**src/rtl/core/cplm_fifo.sv**
```systemverilog
`timescale 1ns / 1ps
// ----------------------------------------------------------------------------
// cplm_fifo
// Small register queue with first-word-fall-through read.
// ----------------------------------------------------------------------------
module cplm_fifo #(
    parameter int WIDTH = 8,
    parameter int DEPTH = 2
) (
    input  logic             clk,
    input  logic             rst_n,
    input  logic             push,
    input  logic [WIDTH-1:0] wr_data,
    output logic             full,
    input  logic             pop,
    output logic [WIDTH-1:0] rd_data,
    output logic             empty
);

    localparam int PW   = (DEPTH > 1) ? $clog2(DEPTH) : 1;
    localparam int CNTW = $clog2(DEPTH + 1);

    logic [DEPTH-1:0][WIDTH-1:0] mem_reg;
    logic [PW-1:0]               wr_ptr_reg, wr_ptr_next;
    logic [PW-1:0]               rd_ptr_reg, rd_ptr_next;
    logic [CNTW-1:0]             count_reg, count_next;
    logic                        do_push, do_pop;

    assign full    = (count_reg == CNTW'(DEPTH));
    assign empty   = (count_reg == '0);
    assign do_push = push && !full;
    assign do_pop  = pop && !empty;
    assign rd_data = mem_reg[rd_ptr_reg];

    always_comb
    begin
        wr_ptr_next = wr_ptr_reg;
        rd_ptr_next = rd_ptr_reg;
        count_next  = count_reg;
        if (do_push)
        begin
            wr_ptr_next = (wr_ptr_reg == PW'(DEPTH - 1)) ? '0 : wr_ptr_reg + 1'b1;
        end
        if (do_pop)
        begin
            rd_ptr_next = (rd_ptr_reg == PW'(DEPTH - 1)) ? '0 : rd_ptr_reg + 1'b1;
        end
        if (do_push && !do_pop)
        begin
            count_next = count_reg + 1'b1;
        end
        else if (do_pop && !do_push)
        begin
            count_next = count_reg - 1'b1;
        end
    end

    always_ff @(posedge clk or negedge rst_n)
    begin
        if (!rst_n)
        begin
            wr_ptr_reg <= '0;
            rd_ptr_reg <= '0;
            count_reg  <= '0;
        end
        else
        begin
            wr_ptr_reg <= wr_ptr_next;
            rd_ptr_reg <= rd_ptr_next;
            count_reg  <= count_next;
        end
    end

    always_ff @(posedge clk)
    begin
        if (do_push)
        begin
            mem_reg[wr_ptr_reg] <= wr_data;
        end
    end

endmodule

```
**config.mk**
```make
export PLATFORM = sky130hd
export DESIGN_NAME = cplm_fifo
export DESIGN_NICKNAME = d
export VERILOG_FILES = /design/src/rtl/core/cplm_fifo.sv
export SDC_FILE = /design/constraint.sdc
export NUM_CORES = 1
export LEC_CHECK = 0
export ABC_AREA = 0
export ABC_CLOCK_PERIOD_IN_PS = 1550
export BUFFER_PORTS_ARGS = -buffer_cell sky130_fd_sc_hd__clkbuf_2
export CORE_MARGIN = 4
export CORE_UTILIZATION = 30
export CTS_CLUSTER_DIAMETER = 40
export DETAILED_ROUTE_END_ITERATION = 10
export SYNTH_ARGS = -nofsm -noshare
export SYNTH_HDL_FRONTEND = slang
export SYNTH_SLANG_ARGS = --single-unit
```
**constraint.sdc**
```tcl
create_clock -name clk -period 1.55 [get_ports clk]
set_input_delay 0.2325 -clock clk [delete_from_list [all_inputs] [get_ports clk]]
set_output_delay 0.2325 -clock clk [all_outputs]
set_load 0.05 [all_outputs]
```
==> metrics.md <==
| Metric | Value |
|---|---|
| Die ar. | `3460 sq um` |
| Post-Synthesis Net Count | `57` |
| Initial Util | `31.3%` |
| Min Hold Slack | `0.131 ns` |
| H-Tree Depth | `1` |
| Number of detailed-routing iterations run before antenna repair | `3` |
| Endpoint of the worst hold path | `mem_reg[6]` |
| Proportion of netlist area held by the largest area contributor | `62.0%` |
| Global-route congestion overflow total | `0` |
| Net Sw Power | `0.000969 W` |
| Share of power burned in the clock network | `9.6%` |
| Horizontal die dimension | `58.8 um` |
| Clock edge transition at the registers on the reported setup and hold paths | `0.11 ns` |
| Number of global-route vias before repair | `451` |
| Nature of the critical path endpoint | `primary output` |
| Library cell occupying the most area in the post-synthesis netlist | `edfxtp_1` |
| Worst IR drop on VDD | `1.45 mV` |
| Critical path start-end classification | `reg -> out` |
| Post-place setup slack | `0.109 ns` |
| GRT Resource Usage Total | `7.94%` |
| Hold path startpoint | `wr_data[6]` |
| RSZ-0062 raised after global routing | `true` |
| Fraction of power consumed by sequential logic | `34.1%` |
| CTS Buffer Depth | `2` |
| Clock tree sinks | `20` |
| Via total after detailed routing | `455` |
| Result of the run | `complete, no violations` |
| Endpoints failing setup | `0` |
| Proportion of total power due to net switching | `39.6%` |
| Clock tree from TritonCTS | `yes` |
| Max-slew violation count | `0` |
| Total power divided by cell area | `2210 nW/um^2` |
| Count of routing violations after the opening detailed-route iteration | `2` |
| Combinational power share | `56.3%` |
| Critical path peak fanout | `5` |
| Critical Path Source Type | `flop` |
| Leakage power of the design | `0.477 nW` |
| Count of unique library cells instantiated by Yosys | `14` |
| R2R depth | `6` |
| Cell internal power dissipation | `0.00148 W` |
| Start of the worst register-to-register path | `count_reg[0]` |
| Least setup slack across all paths after layout | `0.00613 ns` |
| Final Skew | `0.00463 ns` |
| Final worst-path cycle share | `99.6%` |
| Dominant cells by area after synthesis | `edfxtp_1 62%, dfrtp_1 13%, mux2_1 10%` |
| Worst max-slew margin expressed relative to the limit | `73.2%` |
| Cell count after synthesis | `44` |
| Core box area | `2480 sq um` |
| Worst slew pin tran | `0.402 ns` |
| Final Hold Violating Endpoints | `0` |
| Netlist area before placement | `774 sq um` |
| I/O pin count | `22` |
| Syn-to-layout area delta | `43.0%` |
| Insertion delay to the later sink of the worst-skew pair | `0.28 ns` |
| Wire length of the first global-routing pass | `1960 um` |
| Fmax | `0.648 GHz` |
| Layout cells sized above 1 | `52.7%` |
| DRT antenna net count | `0` |
| TritonCTS buffer count | `3` |
| RR Endpoint | `count_reg[1]` |
| Max reg flops | `16` |
| IO buf count | `21` |
| Antenna diode instance count | `0` |
| Final estimated routing congestion in global placement | `0.682` |
| Post-DR vias/cell | `4.38` |
| Number of antenna violations at the first check in global routing | `0` |
| Critical path data required time | `1.32 ns` |
| Worst min-delay path category | `in -> reg` |
| Arrival time of data at the critical path endpoint | `1.31 ns` |
| Number of placement rows | `18` |
| Final Critical Period | `1.54 ns` |
| Routed wire length | `1310 um` |
| Register bit total from synthesis | `20` |
| Clock tree root driver cell | `clkbuf_4` |
| Mean instance size in the synthesized netlist | `17.6 sq um` |
| Register-to-Register Setup Slack | `0.09 ns` |
| Sequential area share after synthesis | `75.0%` |
| Number of warnings printed during yosys synthesis | `0` |
| DR DRC count | `0` |
| Number of instances on the worst hold path | `1` |
| Routed length per instance | `12.6 um` |
| Count of nets after finishing | `88` |
| Pin count of the biggest net entering global routing | `12` |
| Die Ht | `58.8 um` |
| Total negative slack for setup checks | `0 ns` |
| Number of max-capacitance violations reported | `0` |
[area by class of cell]
| cell class | count | area (sq um) |
|---|---|---|
| repair buffers | 27 | 243 |
| multi-input cells | 21 | 211 |
| clock inverters | 1 | 3.75 |
| flip-flops and latches | 20 | 582 |
| inverters | 2 | 7.51 |
| well taps | 30 | 37.5 |
| fillers | 233 | 1370 |
| clock buffers | 3 | 22.5 |
[critical path, cell delays in order (launching register included)]
cell and delay (ns):
dfrtp_2 0.43, buf_6 0.14, mux2_4 0.31, buf_8 0.15
[timing repair]
item | CTS | global route
gates resized for setup | 29 | 10
buffers inserted | 3 | 1
hold buffers | 1 | 0
endpoints found under the setup margin | 8 | 10
endpoints found under the hold margin | 4 | 0
pin swaps | 0 | 0
[cell usage after synthesis]
| cell type | number |
|---|---|
| edfxtp_1 | 16 |
| mux2_1 | 7 |
| dfrtp_1 | 4 |
| nor2_1 | 3 |
| xnor2_1 | 3 |
| inv_1 | 2 |
| xor2_1 | 2 |
| and3_1 | 1 |
| buf_2 | 1 |
| ha_1 | 1 |
| mux2_2 | 1 |
| nand2_2 | 1 |
| nand2b_1 | 1 |
| o21ai_1 | 1 |
[power by group through the flow]
stage	registers, W	logic, W	clock network, W
after floorplan	0.000814	0.000776	0
after detailed placement	0.000877	0.000921	0
final	0.000835	0.00138	0.000235
after global routing	0.000852	0.00145	0.000265
after global placement	0.000870	0.000915	0
after CTS	0.000834	0.00130	0.000249
[cells in the final DEF (no fill, tap or decap)]
cell type,n
clkinv_1,1
ha_1,1
buf_4,3
edfxtp_1,16
clkbuf_4,4
dlygate4sd3_1,1
dfrtp_1,3
xnor2_1,3
nand2b_1,1
o21ai_1,1
buf_6,2
mux2_4,8
nand2_2,1
xor2_1,2
dfrtp_2,1
nor2_1,3
inv_1,2
clkbuf_2,12
buf_8,8
and3_1,1
[routing by layer]
metal	GRT usage (%)	vias to the layer above	wire length (um)
met5	0	-	0
met4	1.94	0	10
met3	2.85	2	83
met2	13.7	18	658
met1	9.33	215	556
li1	-	220	-
[kinds of logic after synthesis]
| kind of cell | Yosys count | share of synthesized area, % |
|---|---|---|
| flip-flops | 20 | 75.0 |
| multiplexers | 8 | 11.6 |
| AND/OR/NAND/NOR | 6 | 3.88 |
| XOR/XNOR | 5 | 5.66 |
| buffers and inverters | 3 | 1.62 |
| AO/OA/AOI/OAI | 1 | 0.646 |
| adder cells (fa/ha/maj) | 1 | 1.62 |
[how the worst max path moves through the flow]
stage,start,endpoint,slack [ns],cells after the start
6_report,rd_ptr_reg,rd_data[1],0.006,3
5_1_grt,rd_ptr_reg,rd_data[1],-0.04,3
4_1_cts,rd_ptr_reg,rd_data[1],-0.03,3
3_5_place_dp,count_reg[0],count_reg[1],0.11,6
3_3_place_gp,rd_ptr_reg,rd_data[1],0.11,2
2_1_floorplan,count_reg[0],mem_reg[0],0.18,3
[stage by stage]
stage | utilization, % | cells | area (sq um) | total power [W]
after floorplan | - | 44 | 774 | 0.00159
after global placement | 37.1 | 95 | 920 | 0.00178
after detailed placement | 37.1 | 95 | 920 | 0.00180
after CTS | 43.9 | 103 | 1090 | 0.00239
after global routing | 44.7 | 104 | 1110 | 0.00257
final | 44.7 | 104 | 1110 | 0.00245
Note: power is estimated with default switching activity, not from simulation.
