==> config.mk <==
export PLATFORM = sky130hd
export DESIGN_NAME = cplm_front
export DESIGN_NICKNAME = d
export VERILOG_FILES = /design/src/rtl/core/cplm_pkg.sv /design/src/rtl/core/cplm_front.sv
export SDC_FILE = /design/constraint.sdc
export NUM_CORES = 1
export LEC_CHECK = 0
export ABC_AREA = 1
export BUFFER_PORTS_ARGS = -buffer_cell sky130_fd_sc_hd__buf_2
export CAP_MARGIN = 5
export CORE_MARGIN = 2
export CORE_UTILIZATION = 57
export CTS_BUF_LIST = sky130_fd_sc_hd__clkbuf_4
export CTS_CLUSTER_SIZE = 40
export DETAILED_ROUTE_END_ITERATION = 7
export MAX_ROUTING_LAYER = met4
export PLACE_DENSITY = 0.87
export SLEW_MARGIN = 30
export SYNTH_ARGS = -nofsm -noshare
export SYNTH_HDL_FRONTEND = slang
export SYNTH_SLANG_ARGS = --single-unit
==> constraint.sdc <==
create_clock -name clk -period 26.9 [get_ports clk]
set_clock_uncertainty 0.05 [all_clocks]
set_input_delay 2.69 -clock clk [delete_from_list [all_inputs] [get_ports clk]]
set_output_delay 2.69 -clock clk [all_outputs]
set_load 0.005 [all_outputs]
==> src/rtl/core/cplm_pkg.sv <==
`timescale 1ns / 1ps
// ----------------------------------------------------------------------------
// cplm_pkg
// Shared types, constants and helpers of the class pattern line matcher.
// ----------------------------------------------------------------------------
package cplm_pkg;

    localparam int MAX_PATTERN_DEF = 24;
    localparam int MAX_LINE_DEF    = 256;
    localparam int QUEUE_DEPTH     = 2;

    localparam int LINE_W    = 20;
    localparam int COL_OUT_W = 8;
    localparam int LEN_W     = 5;
    localparam int WORD_W    = 60;
    localparam int ELEM_W    = 10;
    localparam int CFG_IDX_W = 3;
    localparam int WORD_NUM  = 4;

    localparam logic [LINE_W-1:0] LINE_MAX = {LINE_W{1'b1}};
    localparam logic [7:0] LINE_FEED = 8'h0A;

    localparam logic [7:0] CHAR_0     = 8'h30;
    localparam logic [7:0] CHAR_9     = 8'h39;
    localparam logic [7:0] CHAR_LO_A  = 8'h61;
    localparam logic [7:0] CHAR_LO_Z  = 8'h7A;
    localparam logic [7:0] CHAR_UP_A  = 8'h41;
    localparam logic [7:0] CHAR_UP_Z  = 8'h5A;
    localparam logic [7:0] CHAR_UNDER = 8'h5F;

    localparam logic [CFG_IDX_W-1:0] CFG_PATTERN_LENGTH = 3'd0;
    localparam logic [CFG_IDX_W-1:0] CFG_PATTERN_WORD_A = 3'd1;
    localparam logic [CFG_IDX_W-1:0] CFG_PATTERN_WORD_B = 3'd2;
    localparam logic [CFG_IDX_W-1:0] CFG_PATTERN_WORD_C = 3'd3;
    localparam logic [CFG_IDX_W-1:0] CFG_PATTERN_WORD_D = 3'd4;

    typedef enum logic [1:0] {
        KIND_LITERAL  = 2'd0,
        KIND_DIGIT    = 2'd1,
        KIND_BOUNDARY = 2'd2,
        KIND_NEVER    = 2'd3
    } kind_t;

    typedef struct packed {
        logic [7:0] value;
        kind_t      kind;
        logic       used;
    } elem_t;

    function automatic logic is_digit(input logic [7:0] b);
        return (b >= CHAR_0) && (b <= CHAR_9);
    endfunction

    function automatic logic is_word(input logic [7:0] b);
        return is_digit(b) || ((b >= CHAR_LO_A) && (b <= CHAR_LO_Z)) ||
               ((b >= CHAR_UP_A) && (b <= CHAR_UP_Z)) || (b == CHAR_UNDER);
    endfunction

endpackage

==> src/rtl/core/cplm_front.sv <==
`timescale 1ns / 1ps
// ----------------------------------------------------------------------------
// cplm_front
// Line and column tracking, byte window, and match job setup per request.
// ----------------------------------------------------------------------------
module cplm_front
    import cplm_pkg::*;
#(
    parameter int MAX_PATTERN = MAX_PATTERN_DEF,
    parameter int MAX_LINE    = MAX_LINE_DEF,
    parameter int IDXW        = $clog2(MAX_PATTERN + 2)
) (
    input  logic                              clk,
    input  logic                              rst_n,
    input  logic                              accept,
    input  logic [7:0]                        text_byte,
    input  logic                              new_file,
    input  logic                              end_of_file,
    input  logic [IDXW-1:0]                   width_used,
    output logic [MAX_PATTERN+1:0][7:0]       job_bytes,
    output logic [MAX_PATTERN+1:0]            job_valid,
    output logic                              job_eligible,
    output logic [LINE_W-1:0]                 job_line,
    output logic [COL_OUT_W-1:0]              job_col
);

    localparam int CW = $clog2(MAX_LINE + 1);

    logic [MAX_PATTERN:0][7:0] win_reg;
    logic [CW-1:0]             col_reg, col_next, col_eff, col_start;
    logic [LINE_W-1:0]         line_reg, line_next, line_eff;
    logic                      is_close, keep_byte;

    assign col_eff   = new_file ? '0 : col_reg;
    assign line_eff  = new_file ? '0 : line_reg;
    assign is_close  = end_of_file || (text_byte == LINE_FEED);
    assign keep_byte = !is_close && (col_eff < CW'(MAX_LINE));
    assign col_start = col_eff - CW'(width_used);
    assign job_col   = COL_OUT_W'(col_start);
    assign job_line  = (line_eff == LINE_MAX) ? LINE_MAX : line_eff + 1'b1;

    // A closing request shifts in an outside-the-line slot so that both cases
    // see the pattern end one slot before the newest entry.
    always_comb
    begin
        job_bytes[0] = text_byte;
        job_valid[0] = !is_close;
        for (int k = 1; k <= MAX_PATTERN + 1; k++)
        begin
            job_bytes[k] = win_reg[k-1];
            job_valid[k] = (CW'(k) <= col_eff);
        end
    end

    always_comb
    begin
        col_next  = col_eff;
        line_next = line_eff;
        if (is_close)
        begin
            job_eligible = (col_eff != '0) && (width_used != '0) &&
                           (col_eff >= CW'(width_used));
            col_next     = '0;
            if (((col_eff != '0) || !end_of_file) && (line_eff != LINE_MAX))
            begin
                line_next = line_eff + 1'b1;
            end
        end
        else if (keep_byte)
        begin
            job_eligible = (col_eff >= CW'(width_used));
            col_next     = col_eff + 1'b1;
        end
        else
        begin
            // drop bytes past the line limit
            job_eligible = 1'b0;
        end
    end

    always_ff @(posedge clk or negedge rst_n)
    begin
        if (!rst_n)
        begin
            col_reg  <= '0;
            line_reg <= '0;
        end
        else if (accept)
        begin
            col_reg  <= col_next;
            line_reg <= line_next;
        end
    end

    always_ff @(posedge clk)
    begin
        if (accept && keep_byte)
        begin
            win_reg <= job_bytes[MAX_PATTERN:0];
        end
    end

endmodule

==> flow_metrics.env <==
export IMPL_cts_tree="done"
export IMPL_cts_buffers=55
export IMPL_area_growth_pct=24.9
export IMPL_yosysTopAreaCellShare=0.648
export IMPL_p_int_w=0.000586
export IMPL_max_slew_worst_pin_slew_ps=817
export IMPL_synth_warnings=0
export IMPL_vias=6858
export IMPL_seqPwrFrac=0.538
export IMPL_layout_setup_ws_ps=19200
export IMPL_initialDrtViolationCount=518
export IMPL_r2r_setup_slack_ps=24240
export IMPL_ys_ff_latch=229
export IMPL_die_height_um=131
export IMPL_worstRegToRegCells=12
export IMPL_power_density_nw_per_um2=67.2
export IMPL_drc_errors=0
export IMPL_fin_nets=1077
export IMPL_cp_end_kind="output port"
export IMPL_grt_ovfl_total=0
export IMPL_port_buffers=280
export IMPL_reg2reg_from="col_reg[0]$_DFFE_PN0P_"
export IMPL_netlist_instances=735
export IMPL_cp_required_ps=24160
export IMPL_synth_edf_count=200
export IMPL_grt_pass1_wl_mm=36.2
export IMPL_rsz0062_at_grt="false"
export IMPL_async_flop_share=0.127
export IMPL_largest_register_ffs=200
export IMPL_io_pins=281
export IMPL_finalSetupTns_ps=0
export IMPL_dpl_hpwl_mm=16.7
export IMPL_layout_drive_gt1_share=0.373
export IMPL_postCtsHoldBufs=0
export IMPL_vias_per_cell=5.22
export IMPL_cts_max_level=2
export IMPL_rr_endpoint="line_reg[12]$_DFFE_PN0P_"
export IMPL_synthFlopType="edfxtp_1"
export IMPL_yosysMostFrequentCell="edfxtp_1"
export IMPL_place_congestion=0.975
export IMPL_post_cts_buffers=0
export IMPL_wire_per_inst_um=18.5
export IMPL_crit_type="in -> out"
export IMPL_synthTopCellsByCount="edfxtp_1 (200), nand2_1 (174), inv_1 (73)"
export IMPL_grt_max_degree=201
export IMPL_max_slew_margin=0.455
export IMPL_cp_max_fo=38
export IMPL_clk_pin_slew_worst_paths_ps=60
export IMPL_maxCapViolations=0
export IMPL_grt_pass1_vias=6651
export IMPL_timing_fmax_mhz=130
export IMPL_period_share=0.286
export IMPL_finalHoldViolCount=0
export IMPL_hp_class="reg -> reg"
export IMPL_cts_max_path_buffers=3
export IMPL_status="finished, final reports clean"
export IMPL_core_area_um2=15900
export IMPL_hold_path_end="job_bytes[70]$_DFFE_PP_"
export IMPL_finalSetupViolCount=0
export IMPL_p_comb_frac=0.084
export IMPL_yosysSeqAreaShare=0.727
export IMPL_place_ws_ps=19260
export IMPL_ctsResizeCount=0
export IMPL_grt_usage=0.279
export IMPL_leakagePower_nw=5.27
export IMPL_initial_utilization=0.583
export IMPL_fin_crit_ps=7700
export IMPL_antenna_left=0
export IMPL_worstHoldStart="job_bytes[62]$_DFFE_PP_"
export IMPL_cts_sinks=229
export IMPL_rows=46
export IMPL_synth_avg_cell_area_um2=12.6
export IMPL_synth_area_um2=9260
export IMPL_synth_cell_type_count=45
export IMPL_clk_latency_ps=670
export IMPL_dieArea_um2=17300
export IMPL_dr_pass1_iters=5
export IMPL_die_width_um=131
export IMPL_syn_num_nets=761
export IMPL_wirelength_mm=24.4
export IMPL_arrival_ps=4960
export IMPL_p_sw_w=0.000191
export IMPL_irDropWorstVdd_mv=0.0607
export IMPL_slew_viol_final=0
export IMPL_switching_share=0.246
export IMPL_antenna_found_initial=2
export IMPL_hold_depth=0
export IMPL_pwr_share_clk=0.378
export IMPL_clock_root_buffer="clkbuf_4"
export IMPL_critPathLaunchType="primary input"
export IMPL_synth_top_cells_by_area="edfxtp_1 (65%), dfrtp_1 (7.8%), nand2_1 (7.1%)"
export IMPL_synth_largest_area_cell="edfxtp_1"
[stage by stage]
step	hold WS, ps	utilization	power [W]	cell area [µm²]	instances
after detailed placement	377	0.679	0.000489	10800	1209
final	370	0.728	0.000777	11600	1314
after floorplan	399	-	0.000461	9260	735
after global routing	359	0.728	0.000810	11600	1314
after CTS	365	0.726	0.000783	11500	1311
after global placement	374	0.679	0.000487	10800	1209
[critical path, stage by stage]
cell	delay (ps)
buf_2	170
inv_4	370
nand2_1	150
inv_1	220
ha_1	300
nand2_1	90
nor2_2	120
nand2_2	90
nor2_4	150
nand3_4	270
nand3b_1	190
buf_2	130
[routing by layer]
layer	GRT usage	routed length, µm
met5	-	0
met4	0.0978	578
met3	0.0698	2030
met2	0.456	12200
met1	0.343	9570
[cell type report]
type	count	area, µm²
multi-input combinational	403	2060
sequential	229	6730
clock inverter	15	93.8
tap	216	270
timing repair buffer	282	1450
fill	1106	4320
antenna	2	5.00
inverter	80	305
clock buffer	87	653
[power groups by stage]
stage          clock, W  combinational (W)  sequential (W)
2_1_floorplan         0          0.0000340        0.000427
3_3_place_gp          0          0.0000633        0.000424
3_5_place_dp          0          0.0000642        0.000425
4_1_cts        0.000300          0.0000647        0.000418
5_1_grt        0.000319          0.0000718        0.000419
6_report       0.000294          0.0000655        0.000418
[how the worst max path moves through the flow]
stage,startpoint,endpoint,slack (ps)
2_1_floorplan,text_byte[3],job_bytes[100]$_DFFE_PP_,14590
3_3_place_gp,new_file,job_line[8],19340
3_5_place_dp,new_file,job_line[8],19260
4_1_cts,new_file,job_line[8],19240
5_1_grt,new_file,job_line[18],18980
6_report,new_file,job_line[8],19200
[cell families after synthesis]
family,synth area share
buf+inv,0.0519
compound gates,0.0344
simple gates,0.159
flops,0.727
fa+ha+maj,0.0116
xor+xnor,0.0161
[layout by cell type (no fill, tap or decap), drive strengths merged, types with 2 or more instances in the layout]
cell | synthesis | layout
nor3 | 6 | 6
clkinv | 0 | 12
a31oi | 6 | 6
xor2 | 13 | 13
nand2 | 184 | 184
o22ai | 4 | 4
edfxtp | 200 | 200
o21ai | 18 | 18
ha | 7 | 7
nand3b | 2 | 2
xnor2 | 4 | 4
buf | 19 | 282
nor2 | 59 | 59
a21oi | 11 | 11
diode | 0 | 2
nand3 | 60 | 60
inv | 80 | 81
o21bai | 5 | 5
o211ai | 2 | 2
clkbuf | 4 | 87
dfrtp | 29 | 29
nand4 | 11 | 11
or2 | 2 | 2
No activity file was read; power rests on OpenSTA's default activity.
