===== src/rtl/core/cplm_pkg.sv =====
`timescale 1ns / 1ps
// ----------------------------------------------------------------------------
// cplm_pkg
// Shared types, constants and helpers of the class pattern line matcher.
// ----------------------------------------------------------------------------
package cplm_pkg;

    localparam int MAX_PATTERN_DEF = 24;
    localparam int MAX_LINE_DEF    = 256;
    localparam int QUEUE_DEPTH     = 2;

    localparam int LINE_W    = 20;
    localparam int COL_OUT_W = 8;
    localparam int LEN_W     = 5;
    localparam int WORD_W    = 60;
    localparam int ELEM_W    = 10;
    localparam int CFG_IDX_W = 3;
    localparam int WORD_NUM  = 4;

    localparam logic [LINE_W-1:0] LINE_MAX = {LINE_W{1'b1}};
    localparam logic [7:0] LINE_FEED = 8'h0A;

    localparam logic [7:0] CHAR_0     = 8'h30;
    localparam logic [7:0] CHAR_9     = 8'h39;
    localparam logic [7:0] CHAR_LO_A  = 8'h61;
    localparam logic [7:0] CHAR_LO_Z  = 8'h7A;
    localparam logic [7:0] CHAR_UP_A  = 8'h41;
    localparam logic [7:0] CHAR_UP_Z  = 8'h5A;
    localparam logic [7:0] CHAR_UNDER = 8'h5F;

    localparam logic [CFG_IDX_W-1:0] CFG_PATTERN_LENGTH = 3'd0;
    localparam logic [CFG_IDX_W-1:0] CFG_PATTERN_WORD_A = 3'd1;
    localparam logic [CFG_IDX_W-1:0] CFG_PATTERN_WORD_B = 3'd2;
    localparam logic [CFG_IDX_W-1:0] CFG_PATTERN_WORD_C = 3'd3;
    localparam logic [CFG_IDX_W-1:0] CFG_PATTERN_WORD_D = 3'd4;

    typedef enum logic [1:0] {
        KIND_LITERAL  = 2'd0,
        KIND_DIGIT    = 2'd1,
        KIND_BOUNDARY = 2'd2,
        KIND_NEVER    = 2'd3
    } kind_t;

    typedef struct packed {
        logic [7:0] value;
        kind_t      kind;
        logic       used;
    } elem_t;

    function automatic logic is_digit(input logic [7:0] b);
        return (b >= CHAR_0) && (b <= CHAR_9);
    endfunction

    function automatic logic is_word(input logic [7:0] b);
        return is_digit(b) || ((b >= CHAR_LO_A) && (b <= CHAR_LO_Z)) ||
               ((b >= CHAR_UP_A) && (b <= CHAR_UP_Z)) || (b == CHAR_UNDER);
    endfunction

endpackage


===== src/rtl/core/cplm_cfg.sv =====
`timescale 1ns / 1ps
// ----------------------------------------------------------------------------
// cplm_cfg
// Pattern registers and the per-element window offsets derived from them.
// ----------------------------------------------------------------------------
module cplm_cfg
    import cplm_pkg::*;
#(
    parameter int MAX_PATTERN = MAX_PATTERN_DEF,
    parameter int IDXW        = $clog2(MAX_PATTERN + 2)
) (
    input  logic                              clk,
    input  logic                              rst_n,
    input  logic                              cfg_valid,
    output logic                              cfg_ready,
    input  logic [CFG_IDX_W-1:0]              cfg_index,
    input  logic [WORD_W-1:0]                 cfg_data,
    output elem_t [MAX_PATTERN-1:0]           elem,
    output logic [MAX_PATTERN-1:0][IDXW-1:0]  elem_rem,
    output logic [IDXW-1:0]                   width_used,
    output logic                              busy
);

    logic [LEN_W-1:0]                length_reg;
    logic [WORD_NUM-1:0][WORD_W-1:0] word_reg;
    logic [LEN_W-1:0]                len_eff;
    logic [WORD_NUM*WORD_W-1:0]      flat;
    logic [MAX_PATTERN-1:0]          consumed;
    logic [MAX_PATTERN-1:0][IDXW-1:0] rem_reg, rem_next;
    logic [IDXW-1:0]                 settle_reg;
    logic                            wr;

    assign cfg_ready  = 1'b1;
    assign wr         = cfg_valid && cfg_ready;
    assign busy       = (settle_reg != '0);
    assign len_eff    = (length_reg > LEN_W'(MAX_PATTERN)) ? LEN_W'(MAX_PATTERN) : length_reg;
    assign flat       = word_reg;
    assign elem_rem   = rem_reg;
    assign width_used = rem_reg[0];

    always_comb
    begin
        for (int i = 0; i < MAX_PATTERN; i++)
        begin
            elem[i].value = flat[ELEM_W*i +: 8];
            elem[i].kind  = kind_t'(flat[ELEM_W*i + 8 +: 2]);
            elem[i].used  = (LEN_W'(i) < len_eff);
            consumed[i]   = elem[i].used && (elem[i].kind != KIND_BOUNDARY);
        end
    end

    // Count consumed elements from each element to the end, one link per cycle
    always_comb
    begin
        for (int i = 0; i < MAX_PATTERN; i++)
        begin
            if (i == MAX_PATTERN - 1)
            begin
                rem_next[i] = IDXW'(consumed[i]);
            end
            else
            begin
                rem_next[i] = rem_reg[i+1] + IDXW'(consumed[i]);
            end
        end
    end

    always_ff @(posedge clk or negedge rst_n)
    begin
        if (!rst_n)
        begin
            length_reg <= '0;
            word_reg   <= '0;
            rem_reg    <= '0;
            settle_reg <= '0;
        end
        else
        begin
            rem_reg <= rem_next;
            if (wr)
            begin
                settle_reg <= IDXW'(MAX_PATTERN + 1);
            end
            else if (busy)
            begin
                settle_reg <= settle_reg - 1'b1;
            end
            if (wr)
            begin
                unique case (cfg_index)
                    CFG_PATTERN_LENGTH: length_reg  <= cfg_data[LEN_W-1:0];
                    CFG_PATTERN_WORD_A: word_reg[0] <= cfg_data;
                    CFG_PATTERN_WORD_B: word_reg[1] <= cfg_data;
                    CFG_PATTERN_WORD_C: word_reg[2] <= cfg_data;
                    CFG_PATTERN_WORD_D: word_reg[3] <= cfg_data;
                    default: ;
                endcase
            end
        end
    end

endmodule


===== config.mk =====
export PLATFORM = sky130hd
export DESIGN_NAME = cplm_cfg
export DESIGN_NICKNAME = d
export VERILOG_FILES = /design/src/rtl/core/cplm_pkg.sv /design/src/rtl/core/cplm_cfg.sv
export SDC_FILE = /design/constraint.sdc
export NUM_CORES = 1
export LEC_CHECK = 0
export ABC_CLOCK_PERIOD_IN_PS = 2900
export BUFFER_PORTS_ARGS = -buffer_cell sky130_fd_sc_hd__buf_2
export CORE_AREA = 2 2 180 182
export CTS_CLUSTER_DIAMETER = 40
export CTS_CLUSTER_SIZE = 30
export DETAILED_ROUTE_END_ITERATION = 6
export DIE_AREA = 0 0 182 184
export HOLD_SLACK_MARGIN = 0.06
export MAX_ROUTING_LAYER = met4
export PLACE_DENSITY = 0.8
export SETUP_SLACK_MARGIN = 0.15
export SYNTH_ARGS = -nofsm -noshare
export SYNTH_HDL_FRONTEND = slang
export SYNTH_SLANG_ARGS = --single-unit
export TNS_END_PERCENT = 5

===== constraint.sdc =====
create_clock -name clk -period 2.9 [get_ports clk]
set_clock_uncertainty 0.15 [all_clocks]
set_input_delay 0.29 -clock clk [delete_from_list [all_inputs] [get_ports clk]]
set_output_delay 0.29 -clock clk [all_outputs]
set_load 0.1 [all_outputs]

==> results of run 1 <==
-- cell families (layout without fill, tap and decap cells) --
group | Yosys count | count (layout) | share of synthesized area, %
buf+inv | 72 | 637 | 2.930
compound gates | 42 | 42 | 1.971
fa+ha+maj | 47 | 47 | 4.173
xor+xnor | 61 | 61 | 3.791
flops | 360 | 360 | 63.93
other cells | 2 | 13 | 0.05329
simple gates | 91 | 91 | 3.578
mux | 245 | 245 | 19.58
-- worst max path at each step --
| stage | from | to | slack, ps | cells past startpoint |
|---|---|---|---|---|
| global placement | length_reg[3]$_DFFE_PN0P_ | elem_rem[84]$_DFF_PN0_ | 370 | 7 |
| finish | length_reg[3]$_DFFE_PN0P_ | elem_rem[84]$_DFF_PN0_ | 150 | 7 |
| detailed placement | length_reg[3]$_DFFE_PN0P_ | elem_rem[84]$_DFF_PN0_ | 320 | 7 |
| global route | length_reg[1]$_DFFE_PN0P_ | elem[176] | 130 | 3 |
| CTS | length_reg[3]$_DFFE_PN0P_ | elem[0] | 170 | 5 |
| floorplan | length_reg[4]$_DFFE_PN0P_ | elem[220] | -570 | 4 |
-- repair_timing --
| item | CTS | global route |
|---|---|---|
| hold buffers | 62 | 0 |
| resized for setup | 1 | 1 |
| endpoints found under the hold margin | 326 | 0 |
| pin swaps | 0 | 0 |
| gates cloned | 0 | 0 |
| endpoints found under the setup margin | 3 | 4 |
-- layout by cell type (no fill, tap or decap), types with 5 or more instances in the layout --
master,Yosys,routed
nand2b_1,6,6
inv_8,0,6
bufinv_16,0,5
ha_1,47,47
buf_2,12,444
nor2b_1,7,7
o21ai_0,6,6
inv_6,0,7
a21boi_0,14,12
buf_4,24,14
xor2_1,21,21
dlygate4sd3_1,0,62
clkbuf_16,0,45
nand3_1,39,39
xnor2_1,40,40
a21oi_1,11,11
dfrtp_1,360,360
buf_12,0,8
clkinv_4,0,5
mux2_2,241,241
inv_1,24,24
nand2_1,13,13
nor2_1,8,7
conb_1,2,11
-- stage by stage --
step / hold WS (ps) / setup WS (ps)
after global routing: 259.3 / 131.2
after detailed placement: 221.4 / 321.9
after CTS: 219.9 / 165.6
after floorplan: -155.6 / -565.8
after global placement: 211.5 / 374.3
final: 222.3 / 153.4
-- area by class of cell --
type                    instances  area (um2)  area share, %
clock inverters                36       454.2          2.381
clock buffers                  48        1167          6.120
flip-flops and latches        360        9009          47.23
repair buffers                529        3123          16.37
diodes                          2       5.005        0.02624
well taps                     402       503.0          2.637
inverters                      24       90.09         0.4723
multi-input cells             497        4725          24.77
-- metal layers --
layer / part of all wire [%] / global-route usage, % / up-vias
met2: 49 / 40.73 / 415
met1: 40 / 30.27 / 4828
met4: 4.2 / 11.10 / 0
li1: - / - / 4255
met3: 6.9 / 6.438 / 111
met5: 0 / - / -
==> reports/summary.txt, run 1 <==
Cell Chain, Critical Path: nor2_1 -> a21boi_1 -> a21boi_0 -> ha_1 -> ha_1 -> nand3_1 -> xnor2_1
CTS tree: done
DP Wirelength: 29.85 mm
YS warnings: 0
Worst Setup Start Kind: flip-flop
Detailed Route Iter0 Violations: 362
Register bit count reported by yosys: 360
Delay-heaviest family, CP: compound AO/OA/AOI/OAI gates
Min Clock Period, post-route: 2747 ps
RSZ-0062 raised after global routing: true
Initial core utilization: 44.89%
Root buffer cell: clkbuf_16
Initial antenna violation count: 0
Port Buffers: 445
Critical path arrival: 3030 ps
Largest area contributor in the netlist: dfrtp_1
Rows: 65
Final Cell Area: 19080 um2
Sink Count: 360
Top-count cell post-synth: dfrtp_1
Per-cell routed wire length: 21.72 um
Mapped Cells: 920
Fmax: 364.1 MHz
Post-detailed-route count of antenna-violating nets: 0
Ys async rst share: 100.0%
Post-synth EDFFs: 0
Cell area after synthesis: 14090 um2
Min-Delay Path Class: input port to asynchronous set/reset pin
FF-to-FF Start: length_reg[3]$_DFFE_PN0P_
Core area: 31390 um2
CP bufs+invs: 0
CP max FO: 13
Congestion Overflow GR: 0
Global-route wire length before repair: 62.04 mm
Period utilization: 94.71%
Slew margin rel.: 37.98%
Pre-antenna DRT Iters: 4
Maxcap violations: 0
Setup TNS: 0 ps
Clk slew on worst S/H paths: 60 ps
H-tree depth: 2
Filler Cell Count: 2393
Synth cell types: 39
Setup Crit Path Kind: flip-flop to flip-flop
Crit path max-delay cell type: a21boi_0
Placer congestion estimate: 0.8280
Die area: 33490 um2
Crit-path most repeated cell: ha_1
Max reg flops: 240
Outcome: finished clean
Non-filler instance count after layout: 1898
Syn_area_per_cell: 15.32 um2
Cts bufs inserted: 45
Clock Latency Late Sink: 540 ps
Max-slew violations: 0
R2R depth: 7
Fin. Hold Viols: 0
Post-route DRC violation count: 0
Final Core Density: 60.77%
Count of final setup violators: 0
Worst path max stage delay: 670 ps
Sequential cell area fraction in the yosys report: 63.93%
R2r setup slk: 150 ps
Dpl cells: 1750
Share of the synthesized area in the top cell type: 63.93%
Synth area leaders: dfrtp_1 (64%), mux2_2 (19%), ha_1 (4.2%)
Post-DP Area: 16820 um2
Largest net degree at the start of global routing: 87
Vias/cell: 5.063
Layout cells sized above 1: 53.55%
Post-Route WL: 41.23 mm
I/O pins: 457
Synth Flop Type: dfrtp_1
Max clock buf depth: 3
Fin nets: 1570
CP Capture Type: flip-flop
Worst slew pin tran: 922.0 ps
Layout area overhead: 35.36%
Die X: 182 um
Commonest cells post-synth: dfrtp_1 (360), mux2_2 (241), ha_1 (47), xnor2_1 (40), nand3_1 (39)
Number of post-CTS setup repair buffers: 0
Total global-route track usage: 25.28%
Total number of vias: 9609
Vias in the first global route: 10410
Die Y-Extent: 184 um
Data required, critical path: 3180 ps
Reg-to-reg critical path endpoint: elem_rem[84]$_DFF_PN0_
Power of run 1 is not shown: default switching activity piles up to over one toggle a cycle in this logic, so the estimate is an artifact.
==> run 2, diff against run 1 <==
Settings changed: PLACE_DENSITY 0.8 to 0.71.
==> run 2 against run 1 <==
  * Hold slack got worse by 74 ps
  * Maximum frequency grew 2.9%
  * Via count hardly changed
  * Sequential cell count did not move
  * Final area grew 0.17%
  * Critical path type is now flip-flop to primary output
  * Critical endpoint is now elem[220]
  * Largest cell class unchanged
==> reports/summary.txt, run 2 (synthesized netlist as in run 1, its figures left out) <==
Max reg flops: 240
Met1 Wirelength: 16.87 mm
Most common cell after layout, fill and taps aside: buf_2
Non-filler instance count after layout: 1904
Root buffer cell: clkbuf_16
Fin nets: 1576
Layout cells sized above 1: 53.66%
Placer congestion estimate: 0.8163
Count of final setup violators: 0
Port Buffers: 445
Rows: 65
Setup Crit Path Kind: flip-flop to primary output
Met3 Wirelength: 2.704 mm
Per-cell routed wire length: 21.40 um
CTS tree: done
Detailed Route Iter0 Violations: 445
Post-Route WL: 40.74 mm
Top sig layer: met4
DP Wirelength: 29.84 mm
Post-detailed-route count of antenna-violating nets: 0
Clock Latency Late Sink: 550 ps
Die Y-Extent: 184 um
Congestion Overflow GR: 0
Slew margin rel.: 50.25%
Outcome: finished clean
Worst Setup Start Kind: flip-flop
Max-slew violations: 0
Sink Count: 360
Vias in the first global route: 10290
Initial core utilization: 44.89%
Critical path arrival: 2230 ps
H-tree depth: 2
Vias/cell: 5.043
CP max FO: 8
Pre-antenna DRT Iters: 4
Initial antenna violation count: 0
Most frequent cells in the layout: buf_2 (444), dfrtp_1 (360), mux2_2 (241)
Fmax: 374.7 MHz
Total number of vias: 9602
Total global-route track usage: 24.94%
Die X: 182 um
Clk slew on worst S/H paths: 60 ps
Met2 wire length: 19.99 mm
Crit path max-delay cell type: nor2_1
Maxcap violations: 0
Worst slew pin tran: 743.5 ps
Data required, critical path: 2460 ps
Cts bufs inserted: 47
Min Clock Period, post-route: 2669 ps
RSZ-0062 raised after global routing: true
Min-Delay Path Class: input port to flip-flop
Layout area overhead: 35.59%
Cell Chain, Critical Path: nor2_1 -> o21ai_0 -> buf_2
Fin. Hold Viols: 0
Ant diodes: 0
Largest net degree at the start of global routing: 84
Fin Hold WS: 147.9 ps
Die area: 33490 um2
I/O pins: 457
Global-route wire length before repair: 61.11 mm
Worst path max stage delay: 600 ps
Post-route DRC violation count: 0
Max clock buf depth: 3
CP Capture Type: primary output
Dpl cells: 1754
Period utilization: 92.04%
Number of post-CTS setup repair buffers: 0
Core area: 31390 um2
run 2: changes by cell type in the layout (fill, tap and decap cells not counted), sizes merged:
cell    delta
buf        +4
clkbuf     +4
diode      -2
run 2: worst paths after layout:
check | from | to | slack (ps) | depth (start not counted)
worst min-delay path | cfg_index[2] | elem[65]$_DFFE_PN0P_ | 150 | 3
worst max-delay path | length_reg[1]$_DFFE_PN0P_ | elem[220] | 230 | 3
max in group asynchronous | rst_n | elem[133]$_DFFE_PN0P_ | 1490 | 4
worst min register to register | elem_rem[74]$_DFF_PN0_ | elem_rem[69]$_DFF_PN0_ | 310 | 1
worst max register to register | length_reg[2]$_DFFE_PN0P_ | elem_rem[49]$_DFF_PN0_ | 290 | 7
min in group asynchronous | rst_n | elem[117]$_DFFE_PN0P_ | 190 | 2
run 2: worst max-delay path: cells and delay by family (launching register included):
kind	cells	cell delay, ps
DFF	1	440
buffers and inverters	1	360
and+or+nand+nor	1	600
AOI/OAI and AO/OA	1	280
run 2: metal layers:
metal,track usage [%],vias to the layer above
met4,7.903,0
met5,-,-
li1,-,4265
met1,30.88,4861
met3,5.784,82
met2,40.90,394
run 2: layout make-up:
type                    instances  area [um2]
flip-flops and latches        360        9009
fillers                      2457       12280
clock inverters                36       429.2
multi-input cells             497        4725
repair buffers                533        3128
well taps                     402       503.0
clock buffers                  52        1225
inverters                      24       90.09
run 2: timing repair:
item,CTS,global route
gates resized for setup,2,1
endpoints found under the hold margin,322,0
gates cloned,0,0
setup endpoints to repair,3,2
hold buffers,62,0
run 2: metrics by stage:
step / setup slack (ps) / util [%] / cell area [um2] / TNS, ps
final: 230.9 / 60.87 / 19110 / 0
after global routing: 139.9 / 60.87 / 19110 / 0
after CTS: 214.9 / 60.87 / 19110 / 0
after detailed placement: 342.9 / 53.60 / 16830 / 0
after global placement: 368.2 / 53.60 / 16830 / 0
after floorplan: -565.8 / - / 14130 / -4359
Power of run 2 is left out for the same reason.
==> run 3, diff against run 2 <==
Settings changed: CORE_AREA 2 2 180 182 to 4 4 177 179, DIE_AREA 0 0 182 184 to 0 0 181 183, PLACE_DENSITY 0.71 to 0.74.
==> run 3 against run 2 <==
  * Non-clock buffer count fell by 8
  * Die area fell by 1.1%
  * Register-to-register slack improved by 220 ps
  * Worst setup slack improved by 32 ps
  * Critical path depth did not move
  * Global-route usage rose by 0.64 points
==> reports/summary.txt, run 3 (synthesized netlist as in run 1, its figures left out) <==
Outcome: finished clean
Data required, critical path: 2460 ps
Number of post-CTS setup repair buffers: 0
Count of final setup violators: 0
Cts bufs inserted: 47
Maxcap violations: 0
Reg-to-reg critical path endpoint: elem_rem[64]$_DFF_PN0_
Die Y-Extent: 183 um
FF-to-FF Start: length_reg[1]$_DFFE_PN0P_
Rows: 63
Post-detailed-route count of antenna-violating nets: 0
Clk slew on worst S/H paths: 50 ps
Max clock buf depth: 3
Slew margin rel.: 48.47%
I/O pins: 457
Congestion Overflow GR: 0
Fmax: 379.2 MHz
Sink Count: 360
Pre-antenna DRT Iters: 4
Min-Delay Path Class: input port to asynchronous set/reset pin
Period utilization: 90.93%
Critical path arrival: 2200 ps
Core area: 29560 um2
Total global-route track usage: 25.58%
Setup TNS: 0 ps
Worst Setup Start Kind: flip-flop
Layout cells sized above 1: 53.22%
Min Clock Period, post-route: 2637 ps
Ant diodes: 0
Vias/cell: 5.105
Global-route wire length before repair: 63.76 mm
Max reg flops: 240
Fin. Hold Viols: 0
Met2 wire length: 20.75 mm
Per-cell routed wire length: 22.16 um
Setup Crit Path Kind: flip-flop to primary output
R2r setup slk: 510 ps
Port Buffers: 445
Cell Chain, Critical Path: nor2_1 -> o21bai_1 -> buf_2
Placer congestion estimate: 0.9077
Layout area overhead: 35.51%
R2R depth: 7
Post-Route WL: 41.71 mm
H-tree depth: 2
Root buffer cell: clkbuf_16
Worst slew pin tran: 766.0 ps
Die X: 181 um
Detailed Route Iter0 Violations: 336
CP max FO: 8
Crit path max-delay cell type: nor2_1
Vias in the first global route: 10660
CP Capture Type: primary output
Post-route DRC violation count: 0
Met1 Wirelength: 16.26 mm
CP bufs+invs: 1
Die area: 33120 um2
Delay-heaviest family, CP: simple AND/OR/NAND/NOR gates
Most frequent cells in the layout: buf_2 (444), dfrtp_1 (360), mux2_2 (241)
CTS tree: done
Most common cell after layout, fill and taps aside: buf_2
Worst path max stage delay: 590 ps
DP Wirelength: 30.15 mm
Fin nets: 1568
Top sig layer: met4
RSZ-0062 raised after global routing: false
Initial core utilization: 47.67%
Clock Latency Late Sink: 530 ps
Total number of vias: 9607
Met3 Wirelength: 2.920 mm
Initial antenna violation count: 0
Max-slew violations: 0
Largest net degree at the start of global routing: 82
==> run 3: changes by cell type in the layout (fill, tap and decap cells not counted), moves of 4 or more <==
| cell | delta |
|---|---|
| inv_8 | -4 |
| buf_4 | -10 |
| clkinv_4 | -4 |
| clkbuf_8 | +4 |
| inv_6 | -5 |
==> run 3: worst reg2reg max path, cell delays in order, from the launching register on <==
cell	delay [ps]
dfrtp_1	440
nor2_1	590
o21bai_1	270
a21boi_0	190
ha_1	210
ha_1	210
nand3_1	120
xnor2_1	130
==> run 3: metrics by stage <==
| step | hold WS [ps] | cell area (um2) | setup WS (ps) | utilization, % | instances |
|---|---|---|---|---|---|
| detailed placement | 188.4 | 16780 | 605.8 | 56.75 | 1734 |
| global route | 250.0 | 19100 | 185.1 | 64.60 | 1882 |
| global placement | 186.8 | 16780 | 639.9 | 56.75 | 1734 |
| finish | 187.4 | 19100 | 262.9 | 64.60 | 1882 |
| floorplan | -155.6 | 14130 | -565.8 | - | 929 |
| CTS | 224.0 | 19090 | 249.0 | 64.59 | 1882 |
==> run 3: cell type report <==
class                      instances  area, um2
clock inverter                    26      359.1
clock buffer                      60       1338
fill                            2175      10460
tap                              390      488.0
inverter                          24      90.09
timing repair buffer             525       3093
sequential                       360       9009
multi-input combinational        497       4720
==> run 3: worst max-delay path by stage <==
stage                                    from  slack, ps                      to  cells after the start
floorplan           length_reg[4]$_DFFE_PN0P_       -570               elem[220]                      4
global placement    length_reg[1]$_DFFE_PN0P_        640  elem_rem[64]$_DFF_PN0_                      7
detailed placement  length_reg[4]$_DFFE_PN0P_        610  elem_rem[79]$_DFF_PN0_                      6
CTS                 length_reg[2]$_DFFE_PN0P_        250                 elem[0]                      3
global route        length_reg[1]$_DFFE_PN0P_        190               elem[132]                      3
finish              length_reg[1]$_DFFE_PN0P_        260               elem[132]                      3
==> run 3: repair_timing <==
action,in CTS,in global routing
hold buffers,62,0
resized for setup,0,1
setup endpoints to repair,0,1
hold endpoints to repair,325,0
==> run 3: metal layers <==
metal | up-vias | track usage [%]
li1 | 4242 | -
met1 | 4857 | 30.36
met2 | 403 | 42.70
met3 | 105 | 6.228
met4 | 0 | 9.757
met5 | - | -
Power of run 3 is left out for the same reason.
